**config.mk**
```make
export PLATFORM = sky130hd
export DESIGN_NAME = utf8_decode_to_8bit_charset_core
export DESIGN_NICKNAME = d
export VERILOG_FILES = /design/src/rtl/core/utf8d_pkg.sv /design/src/rtl/core/utf8d_decode.sv /design/src/rtl/core/utf8d_map.sv /design/src/rtl/core/utf8_decode_to_8bit_charset_core.sv
export SDC_FILE = /design/constraint.sdc
export NUM_CORES = 1
export LEC_CHECK = 0
export ABC_AREA = 1
export BUFFER_PORTS_ARGS = -buffer_cell sky130_fd_sc_hd__buf_4
export CORE_UTILIZATION = 55
export CTS_BUF_LIST = sky130_fd_sc_hd__clkbuf_2
export DETAILED_ROUTE_END_ITERATION = 10
export GPL_TIMING_DRIVEN = 0
export PLACE_DENSITY = 0.72
export SETUP_SLACK_MARGIN = 0.1
export SYNTH_ARGS = -nofsm -noshare
export SYNTH_HDL_FRONTEND = slang
export SYNTH_SLANG_ARGS = --single-unit
```
**constraint.sdc**
```tcl
create_clock -name clock -period 3.65 [get_ports clock]
set_input_delay 0.365 -clock clock [delete_from_list [all_inputs] [get_ports clock]]
set_output_delay 0.365 -clock clock [all_outputs]
set_load 0.02 [all_outputs]
```
**src/rtl/core/utf8d_pkg.sv**
```systemverilog
`timescale 1ns / 1ps
// ----------------------------------------------------------------------------
// utf8d_pkg
// shared types, constants and the symbol mapping table of the utf-8 decoder
// ----------------------------------------------------------------------------
package utf8d_pkg;

   localparam int CP_W   = 21;
   localparam int BYTE_W = 8;
   localparam int LEN_W  = 3;
   localparam int LEFT_W = 2;

   localparam logic [LEN_W-1:0] LEN_ONE   = 3'd1;
   localparam logic [LEN_W-1:0] LEN_TWO   = 3'd2;
   localparam logic [LEN_W-1:0] LEN_THREE = 3'd3;
   localparam logic [LEN_W-1:0] LEN_FOUR  = 3'd4;

   localparam logic [BYTE_W-1:0] CHAR_SPACE      = 8'h20;
   localparam logic [BYTE_W-1:0] CHAR_HYPHEN     = 8'h2D;
   localparam logic [BYTE_W-1:0] CHAR_UNDERSCORE = 8'h5F;

   typedef struct packed {
      logic [CP_W-1:0]  code_point;
      logic [LEN_W-1:0] seq_length;
      logic             bad_lead;
      logic             truncated;
   } dec_result_type;

   function automatic logic [BYTE_W-1:0] map_char(input logic [CP_W-1:0] cp);
      logic [BYTE_W-1:0] ch;
      if (cp[CP_W-1:BYTE_W] == '0) begin
         ch = cp[BYTE_W-1:0];
      end else begin
         case (cp)
            21'h002010, 21'h002011:             ch = CHAR_HYPHEN;
            21'h002012, 21'h002013, 21'h002014: ch = CHAR_UNDERSCORE;
            21'h002015: ch = 8'd151;
            21'h002018: ch = 8'd145;
            21'h002019: ch = 8'd146;
            21'h00201C: ch = 8'd147;
            21'h00201D: ch = 8'd148;
            21'h002020: ch = 8'd134;
            21'h002021: ch = 8'd135;
            21'h002022: ch = 8'd149;
            21'h002030: ch = 8'd137;
            21'h0020AC: ch = 8'd128;
            21'h002122: ch = 8'd153;
            default:    ch = CHAR_SPACE;
         endcase
      end
      return ch;
   endfunction

endpackage

```
**src/rtl/core/utf8d_decode.sv**
```systemverilog
`timescale 1ns / 1ps
// ----------------------------------------------------------------------------
// utf8d_decode
// sequence state and byte decode: lead length, continuation shift, early end
// ----------------------------------------------------------------------------
module utf8d_decode (
   input  logic                              clock,
   input  logic                              reset,
   input  logic                              step,
   input  logic [utf8d_pkg::BYTE_W-1:0]      in_byte,
   input  logic                              end_of_string,
   output logic                              emit,
   output utf8d_pkg::dec_result_type         result
);
   import utf8d_pkg::*;

   logic [CP_W-1:0]   acc_ff, acc_in;
   logic [LEFT_W-1:0] left_ff, left_in;
   logic [LEN_W-1:0]  plen_ff, plen_in;
   logic [CP_W-1:0]   padded;
   logic              in_seq;

   always_ff @(posedge clock) begin
      if (reset) begin
         acc_ff  <= '0;
         left_ff <= '0;
         plen_ff <= '0;
      end else if (step) begin
         acc_ff  <= acc_in;
         left_ff <= left_in;
         plen_ff <= plen_in;
      end
   end

   always_comb begin
      acc_in  = acc_ff;
      left_in = left_ff;
      plen_in = plen_ff;
      emit    = 1'b0;
      in_seq  = 1'b0;
      padded  = '0;
      result  = '{code_point: {13'd0, in_byte}, seq_length: LEN_ONE,
                  bad_lead: 1'b0, truncated: 1'b0};
      if (left_ff == '0) begin
         priority if (in_byte[7] == 1'b0) begin
            emit = 1'b1;
         end else if (in_byte[7:5] == 3'b110) begin
            acc_in  = {16'd0, in_byte[4:0]};
            plen_in = LEN_TWO;
            left_in = 2'd1;
            in_seq  = 1'b1;
         end else if (in_byte[7:4] == 4'b1110) begin
            acc_in  = {17'd0, in_byte[3:0]};
            plen_in = LEN_THREE;
            left_in = 2'd2;
            in_seq  = 1'b1;
         end else if (in_byte[7:3] == 5'b11110) begin
            acc_in  = {18'd0, in_byte[2:0]};
            plen_in = LEN_FOUR;
            left_in = 2'd3;
            in_seq  = 1'b1;
         end else begin
            emit            = 1'b1;
            result.bad_lead = 1'b1;
         end
      end else begin
         acc_in  = {acc_ff[CP_W-7:0], in_byte[5:0]};
         left_in = left_ff - 2'd1;
         if (left_in == '0) begin
            emit              = 1'b1;
            result.code_point = acc_in;
            result.seq_length = plen_ff;
            acc_in            = '0;
            plen_in           = '0;
         end else begin
            in_seq = 1'b1;
         end
      end
      if (in_seq && end_of_string) begin
         // missing continuation bytes count as zero
         unique case (left_in)
            2'd1:    padded = {acc_in[CP_W-7:0], 6'd0};
            2'd2:    padded = {acc_in[CP_W-13:0], 12'd0};
            2'd3:    padded = {acc_in[CP_W-19:0], 18'd0};
            default: padded = acc_in;
         endcase
         emit              = 1'b1;
         result.code_point = padded;
         result.seq_length = plen_in;
         result.truncated  = 1'b1;
         acc_in            = '0;
         left_in           = '0;
         plen_in           = '0;
      end
   end

endmodule

```
**src/rtl/core/utf8d_map.sv**
```systemverilog
`timescale 1ns / 1ps
// ----------------------------------------------------------------------------
// utf8d_map
// maps a code point to the 8-bit charset and flags wide characters
// ----------------------------------------------------------------------------
module utf8d_map (
   input  logic [utf8d_pkg::CP_W-1:0]   code_point,
   output logic [utf8d_pkg::BYTE_W-1:0] mapped_char,
   output logic                         wide_char
);
   import utf8d_pkg::*;

   assign mapped_char = map_char(code_point);
   assign wide_char   = (code_point[CP_W-1:BYTE_W] != '0);

endmodule

```
**src/rtl/core/utf8_decode_to_8bit_charset_core.sv**
```systemverilog
`timescale 1ns / 1ps
// ----------------------------------------------------------------------------
// utf8_decode_to_8bit_charset_core
// utf-8 byte stream decoder with mapping of code points to an 8-bit charset
// ----------------------------------------------------------------------------
// path: an accepted byte is held in the input register, then decoded, and a byte that
//   ends a character (or the string) loads the result register, which drives rsp_tvalid
// throughput: one byte per cycle unless a held result waits on rsp_tready, set by the
//   input register feeding one decode pass into the result register
// reset: synchronous, clears both stage valids and the sequence state
// ----------------------------------------------------------------------------
module utf8_decode_to_8bit_charset_core (
   input  logic        clock,
   input  logic        reset,
   input  logic        req_tvalid,
   output logic        req_tready,
   input  logic [7:0]  req_tdata,   // in_byte[7:0]
   input  logic        req_tlast,   // end_of_string
   output logic        rsp_tvalid,
   input  logic        rsp_tready,
   output logic [31:0] rsp_tdata,   // code_point[20:0], mapped_char[28:21], seq_length[31:29]
   output logic [2:0]  rsp_tuser    // bad_lead[0], wide_char[1], truncated[2]
);
   import utf8d_pkg::*;

   logic              in_vld_ff, in_vld_in;
   logic [BYTE_W-1:0] in_byte_ff;
   logic              in_last_ff;
   logic              rsp_vld_ff, rsp_vld_in;
   logic [31:0]       rsp_data_ff;
   logic [2:0]        rsp_user_ff;
   logic              advance;
   logic              emit;
   dec_result_type    dec;
   logic [BYTE_W-1:0] mapped;
   logic              wide;

   assign advance    = in_vld_ff && (!rsp_vld_ff || rsp_tready);
   assign req_tready = !in_vld_ff || advance;
   assign in_vld_in  = (req_tvalid && req_tready) || (in_vld_ff && !advance);
   assign rsp_vld_in = (advance && emit) || (rsp_vld_ff && !rsp_tready);

   always_ff @(posedge clock) begin
      if (reset) begin
         in_vld_ff  <= 1'b0;
         rsp_vld_ff <= 1'b0;
      end else begin
         in_vld_ff  <= in_vld_in;
         rsp_vld_ff <= rsp_vld_in;
      end
   end

   always_ff @(posedge clock) begin
      if (req_tvalid && req_tready) begin
         in_byte_ff <= req_tdata;
         in_last_ff <= req_tlast;
      end
      if (advance && emit) begin
         rsp_data_ff <= {dec.seq_length, mapped, dec.code_point};
         rsp_user_ff <= {dec.truncated, wide, dec.bad_lead};
      end
   end

   utf8d_decode u_decode (
      .clock         (clock),
      .reset         (reset),
      .step          (advance),
      .in_byte       (in_byte_ff),
      .end_of_string (in_last_ff),
      .emit          (emit),
      .result        (dec)
   );

   utf8d_map u_map (
      .code_point  (dec.code_point),
      .mapped_char (mapped),
      .wide_char   (wide)
   );

   assign rsp_tvalid = rsp_vld_ff;
   assign rsp_tdata  = rsp_data_ff;
   assign rsp_tuser  = rsp_user_ff;

endmodule
```
==> summary.txt, run 1 <==
Clock network
  – Post-CTS Setup Bufs: 0
  – Cts repair resizes: 0
  – Cts bufs inserted: 9
  – CTS root buffer: clkbuf_2
  – CTS tree: done
  – Clk pin slew, worst setup/hold paths: 0.19 ns
  – Cts-stage hold buffer count: 9
  – Clk sinks: 72
  – H-tree depth: 3
  – Max Root-Sink Buffers: 2
  – Clk_lat worst skew: 0.54 ns

Drt
  – Final antenna-violating net count: 0
  – Per-cell routed wire length: 15.54 µm
  – Detailed-route vias per instance: 5.529
  – Final wirelength: 12.07 mm
  – Number of detailed-route iterations in the first pass: 5
  – Residual DRC: 0
  – Vias: 4,296
  – Initial drt markers: 322

STA
  – Setup TNS: 0 ns
  – Fin. Hold Viols: 0
  – Fin worst setup slack: 0.3472 ns
  – Setup violators final: 0
  – Period utilization: 90.49%
  – Max Slew Vio Count: 0
  – Setup clock skew after layout: 0.04566 ns
  – Fmax achieved: 0.3028 GHz
  – RSZ-0062 raised after global routing: no
  – Final hold slack: 0.06753 ns
  – Max_slew headroom: 49.62%
  – Crit path time final: 3.303 ns
  – Slew @ Worst Pin: 0.7557 ns

Global route
  – Initial antenna violation count: 0
  – First-pass GRT wire length: 19.81 mm
  – Number of global-route vias before repair: 4,100
  – Largest net degree at the start of global routing: 36
  – Total gr overflow: 0
  – Overall routing resource usage: 31.02%

Synth
  – Mux share of post-synthesis cell area: 0%
  – Post-synth cell types: 36
  – Most common cell in the synthesized netlist: nand2_1
  – Commonest cells in the netlist: 194 x nand2_1, 63 x inv_1, 61 x nor2_1, 49 x nand3_1, 45 x a21oi_1
  – EDFF count, synth: 44
  – Yosys warns: 0
  – Synth Flop Type: edfxtp_1
  – Sequential area share after synthesis: 42.87%
  – Number of synthesized register bits: 72
  – Synthesized Nets: 617
  – Adder-Cell Fraction of Synth Area: 0.5701%
  – Synthesized instance count: 602
  – Syn avg cell area: 7.291 µm²
  – Synth Area in Compound Gates: 9.322%
  – Post-synth top area cell: edfxtp_1
  – Area contributors post-synth: edfxtp_1 30%, nand2_1 17%, dfxtp_1 13%
  – Simple-gate share of the synthesized area: 38.97%
  – Main combinational cell family by area after synthesis: simple AND/OR/NAND/NOR gates
  – Synth Cell Area: 4389 µm²
  – Synth Area in XOR/XNOR: 0%
  – Area share of the largest cell type after synthesis: 30.10%
  – Async S/R FF share, synth: 0%

Setup path
  – CP Class: reg -> reg
  – Worst EP arrival: 3.67 ns
  – Flop-to-flop setup slack: 0.35 ns
  – R2r worst-path depth: 17
  – Worst reg2reg startpoint: in_byte_ff[5]
  – CP startpoint kind: flop
  – CP Data Required Time: 4.02 ns
  – Crit path capture type: flop
  – CP max FO: 10
  – R2R Path End: rsp_tdata[23]

Pwr
  – Power density over cell area: 348.2 nW/µm²
  – Pleak: 2.285 nW
  – Peak supply drop: 0.2096 mV

Die
  – Rows: 32
  – Overall die area: 8341 µm²
  – IO Count: 50
  – Die width: 91.33 µm
  – Die Y: 91.33 µm
  – Core area: 7727 µm²
  – Starting Density: 56.80%

Cells and area
  – Design area: 5072 µm²
  – Multi-input gate area: 2145 µm²
  – Layout cells sized above 1: 19.11%
  – N_diodes: 0
  – Fill cells: 693
  – Final Net Count: 685
  – Storage element area: 1882 µm²
  – Layout Cells excl Fill: 777
  – Synth-to-Final Area Change: 15.56%

Run status
  – Status: complete, no violations

Place
  – Placed cells: 752
  – # port buffers: 48
  – Worst slack, placed: 0.4390 ns
  – Gpl congestion: 0.9473
  – Placed Area: 4877 µm²
  – Post-detail-place hpwl: 8.822 mm

Min path
  – Min-Delay Path Depth: 3
  – Hold endpoint: in_vld_ff
  – Hold WC Path Type: in -> reg
  – Worst Hold Launch: req_tvalid

Flow run
  – Maxcap violations: 0
-- where the power goes --
| part | switching [W] | internal (W) |
|---|---|---|
| clock network | 0.000281 | 0.000164 |
| registers | 0.0000204 | 0.000906 |
| logic | 0.000271 | 0.000124 |
| total | 0.000573 | 0.00119 |
-- how the worst max path moves through the flow --
stage / from / end / slack [ns] / cells after the start
floorplan: u_decode.left_ff[0] / rsp_tdata[26] / 1.03 / 17
global placement: in_byte_ff[5] / rsp_tdata[23] / 0.46 / 18
detailed placement: in_byte_ff[5] / rsp_tdata[21] / 0.44 / 18
CTS: in_byte_ff[5] / rsp_tdata[23] / 0.40 / 17
global route: in_byte_ff[4] / rsp_tdata[23] / 0.11 / 17
finish: in_byte_ff[5] / rsp_tdata[23] / 0.35 / 17
-- kinds of logic after synthesis --
kind of cell | count (synthesis)
and+or+nand+nor | 365
buffers and inverters | 87
AOI/OAI and AO/OA | 76
DFF | 72
adders and majority gates | 2
-- registers in the layout (all words and copies together), names as in the netlist --
| register | cells |
|---|---|
| rsp_tdata | 32 |
| rsp_tvalid | 1 |
| u_decode.left_ff | 2 |
| in_vld_ff | 1 |
| in_byte_ff | 8 |
| u_decode.acc_ff | 21 |
| rsp_tuser | 3 |
| u_decode.plen_ff | 3 |
| in_last_ff | 1 |
-- worst max-delay path: stages, from the launching register on --
cell,delay (ns)
edfxtp_1,0.59
nand2_1,0.17
nor2_2,0.07
nand2_4,0.14
buf_2,0.28
nand3_1,0.11
a21oi_1,0.45
nand3_1,0.19
nand2_2,0.11
inv_1,0.08
nor2_2,0.14
nand2_1,0.12
nor3_1,0.19
nand3_1,0.13
and2_4,0.19
nand2_1,0.07
nor2_1,0.05
o21ai_1,0.09
-- routing by layer --
layer	global-route usage [%]	share of wire, %	vias to the layer above
li1	-	-	2099
met1	40.10	44	1984
met2	50.88	47	178
met3	4.439	6.1	35
met4	15.48	3.1	0
met5	0	0	-
-- metrics by stage --
step                      utilization (%)  total power (W)
after CTS                           65.64         0.001770
after global routing                65.64         0.001836
after global placement              63.12         0.001323
final                               65.64         0.001766
after detailed placement            63.12         0.001327
after floorplan                         -         0.001201
-- cell usage in the layout (no fill, tap or decap), types with 6 or more instances in the layout --
cell           instances
nand4_1               11
nor2_1                61
clkbuf_2              12
dfxtp_1               28
dlygate4sd3_1          9
nand3_1               49
buf_4                 50
o21ai_0               16
inv_1                 62
edfxtp_1              44
nand2_1              194
a21oi_1               45
inv_2                  7
nand2_2               14
clkbuf_1               9
nand3_2               12
nand2_4                6
-- final cells by class --
cell class / instances / area share, %
Tap cell: 102 / 2.516
Timing Repair Buffer: 57 / 8.880
Sequential cell: 72 / 37.10
Multi-Input combinational cell: 443 / 42.28
Clock buffer: 12 / 1.184
Clock inverter: 4 / 0.8880
Inverter: 70 / 5.229
Buffer: 17 / 1.924
Note: power is estimated with default switching activity, not from simulation.
==> run 2, diff against run 1 <==
ABC_AREA = unset   (was 1)
==> summary.txt, run 2 <==
Run status
  – Status: complete, no violations

STA
  – Crit path time final: 3.409 ns (+0.1058 ns)
  – Setup clock skew after layout: 0.02231 ns (-0.02335 ns)
  – Slew @ Worst Pin: 0.7697 ns (+0.01395 ns)
  – Fin worst setup slack: 0.2414 ns (-0.1058 ns)
  – Period utilization: 93.39% (+2.9 points)
  – Max_slew headroom: 48.50% (-1.1 points)
  – Fin. Hold Viols: 0 (unchanged)
  – Fmax achieved: 0.2934 GHz (-3.1%)
  – RSZ-0062 raised after global routing: no
  – Max Slew Vio Count: 0 (unchanged)
  – Setup violators final: 0 (unchanged)

Synth
  – Syn avg cell area: 9.579 µm² (+31%)
  – Area share of the largest cell type after synthesis: 33.00% (+2.9 points)
  – Most common cell in the synthesized netlist: nor2_1
  – Yosys warns: 0 (unchanged)
  – Post-synth top area cell: edfxtp_1
  – Sequential area share after synthesis: 45.00% (+2.1 points)
  – Commonest cells in the netlist: 51 x nor2_1, 50 x nand2_1, 44 x edfxtp_1, 27 x a21oi_1, 26 x a22oi_1
  – Async S/R FF share, synth: 0% (unchanged)
  – Synthesized instance count: 418 (-31%)
  – Synthesized Nets: 433 (-30%)
  – Synth Flop Type: edfxtp_1
  – Number of synthesized register bits: 68 (-5.6%)
  – Post-synth cell types: 76 (+110%)
  – EDFF count, synth: 44 (unchanged)
  – Synth Cell Area: 4004 µm² (-8.8%)
  – Area contributors post-synth: edfxtp_1 33%, dfxtp_1 12%, a22oi_1 4.9%

Cells and area
  – Final Net Count: 508 (-26%)
  – Max reg flops: 32 (unchanged)
  – Most frequent cells in the layout: 58 x buf_4, 50 x nand2_1, 50 x nor2_1, 44 x edfxtp_1, 27 x a21oi_1
  – Final Core Density: 70.40% (+4.8 points)
  – Layout cells sized above 1: 26.10% (+7.0 points)
  – Synth-to-Final Area Change: 21.44%
  – Most common cell after layout, fill and taps aside: buf_4
  – Fill cells: 549 (-21%)
  – Layout Cells excl Fill: 594 (-24%)
  – N_diodes: 0 (unchanged)

Pwr
  – Sequential Power Share: 46.2% (-6.2 points)
  – Pleak: 1.834 nW (-20%)
  – Sw Ratio: 31.11% (-1.3 points)
  – Logic pwr share: 22.8% (+0.4 points)
  – Peak supply drop: 0.2333 mV (+11%)
  – Internal: 0.001313 W (+10%)
  – Switch Pwr: 0.0005929 W (+3.5%)
  – Power density over cell area: 392.0 nW/µm² (+13%)
  – Clock power frac: 31.0% (+5.8 points)

Drt
  – Final antenna-violating net count: 0 (unchanged)
  – Residual DRC: 0 (unchanged)
  – Detailed-route vias per instance: 6.365 (+15%)
  – Number of detailed-route iterations in the first pass: 5 (unchanged)
  – Per-cell routed wire length: 19.82 µm (+28%)
  – Vias: 3,781 (-12%)
  – Final wirelength: 11.77 mm (-2.5%)
  – Initial drt markers: 421 (+31%)

Global route
  – First-pass GRT wire length: 17.97 mm (-9.3%)
  – M3 GR Usage: 8.341% (+3.9 points)
  – Grt met1 use: 43.07% (+3.0 points)
  – Layer carrying the most global-route usage: met2
  – Grt met2 use: 48.37% (-2.5 points)
  – Initial antenna violation count: 0 (unchanged)
  – Total gr overflow: 0 (unchanged)
  – Largest net degree at the start of global routing: 19 (-47%)
  – Overall routing resource usage: 32.06% (+1.0 points)
  – Number of global-route vias before repair: 3,456 (-16%)

Clock network
  – Cts bufs inserted: 9 (unchanged)
  – Clk_lat worst skew: 0.54 ns (about the same)
  – Clk sinks: 68 (-5.6%)
  – Max Root-Sink Buffers: 2 (unchanged)
  – H-tree depth: 3 (unchanged)
  – CTS root buffer: clkbuf_2
  – Clk pin slew, worst setup/hold paths: 0.19 ns (about the same)
  – CTS tree: done

Die
  – Core area: 6907 µm² (-11%)
  – Overall die area: 7625 µm² (-8.6%)
  – Starting Density: 57.97% (+1.2 points)
  – Rows: 30 (-6.3%)
  – Die Y: 87.32 µm (-4.4%)
  – IO Count: 50 (unchanged)
  – Die width: 87.32 µm (-4.4%)

Flow run
  – Maxcap violations: 0 (unchanged)

Setup path
  – CP Data Required Time: 3.95 ns (-0.07 ns)
  – Worst EP arrival: 3.71 ns (+0.04 ns)
  – CP Class: reg -> reg
  – CP startpoint kind: flop
  – Crit path capture type: flop
  – CP max FO: 9 (-1)

Place
  – Post-detail-place hpwl: 8.310 mm (-5.8%)
  – # port buffers: 48 (unchanged)
  – Gpl congestion: 0.9344 (-1.4%)
  – Placed cells: 562 (-25%)
  – Worst slack, placed: -0.02967 ns (-0.4686 ns)

Min path
  – Hold WC Path Type: in -> reg
==> run 2: per-stage QoR <==
step	hold WS [ns]	total power [W]	cell area, µm²	setup TNS (ns)
finish	0.08430	0.001906	4862	0
global route	0.09110	0.001968	4862	0
CTS	0.001632	0.001876	4713	0
detailed placement	0.4929	0.001291	4484	-0.9076
global placement	0.4740	0.001288	4484	-1.092
floorplan	0.4553	0.001165	4004	0
==> run 2: what timing repair did <==
item | 4_1_cts | 5_1_grt
pin swaps | 0 | 4
cloned | 1 | 0
hold endpoints to repair | 5 | 4
resized for setup | 3 | 19
setup endpoints to repair | 35 | 8
setup buffers | 0 | 6
hold buffers | 5 | 4
==> run 2: path summary, 6_finish.rpt <==
kind                       startpoint                  end  slack (ns)  cells after the start
setup / recovery        in_byte_ff[7]        rsp_tdata[26]        0.24                      9
hold reg to reg   u_decode.left_ff[1]  u_decode.left_ff[1]        0.50                      2
hold / removal             req_tvalid            in_vld_ff        0.08                      3
setup reg to reg        in_byte_ff[7]        rsp_tdata[26]        0.24                      9
==> run 2: power groups by stage <==
stage	clock (W)	combinational (W)	sequential, W
after floorplan	0	0.000246	0.000919
after global placement	0	0.000392	0.000895
after detailed placement	0	0.000395	0.000896
after CTS	0.000594	0.000403	0.000879
after global routing	0.000623	0.000462	0.000884
final	0.000592	0.000434	0.000880
==> run 2: layer usage <==
metal	part of all wire (%)	vias up	wire length, µm
met3	11	34	1270
li1	-	1734	-
met4	2.5	0	294
met2	45	231	5322
met1	41	1782	4883
met5	0	-	0
==> run 2: logic make-up after synthesis <==
logic type	synth area share, %
multiplexers	1.875
AO/OA/AOI/OAI	26.56
AND/OR/NAND/NOR	20.00
flip-flops	45.00
adder cells (fa/ha/maj)	0.6249
XOR/XNOR	0.6564
buffers and inverters	5.281
==> run 2: worst max-delay path, stage by stage, from the launching register on <==
cell,delay (ns)
edfxtp_1,0.57
nand2_1,0.28
a21oi_2,0.09
o21ai_2,0.45
mux2_2,0.40
a221o_1,0.37
or2_1,0.27
nor4_4,0.31
nand3_4,0.18
a31o_1,0.25
==> run 2: layout make-up <==
type	instances	area, µm²	share of cell area (%)
Multi-Input combinational cell	307	2048	42.13
Sequential cell	68	1804	37.11
Timing Repair Buffer	63	495.5	10.19
Buffer	28	163.9	3.371
Tap cell	96	120.1	2.470
Clock inverter	6	112.6	2.316
Inverter	15	60.06	1.235
Clock buffer	10	50.05	1.029
Timing Repair inverter	1	7.507	0.1544
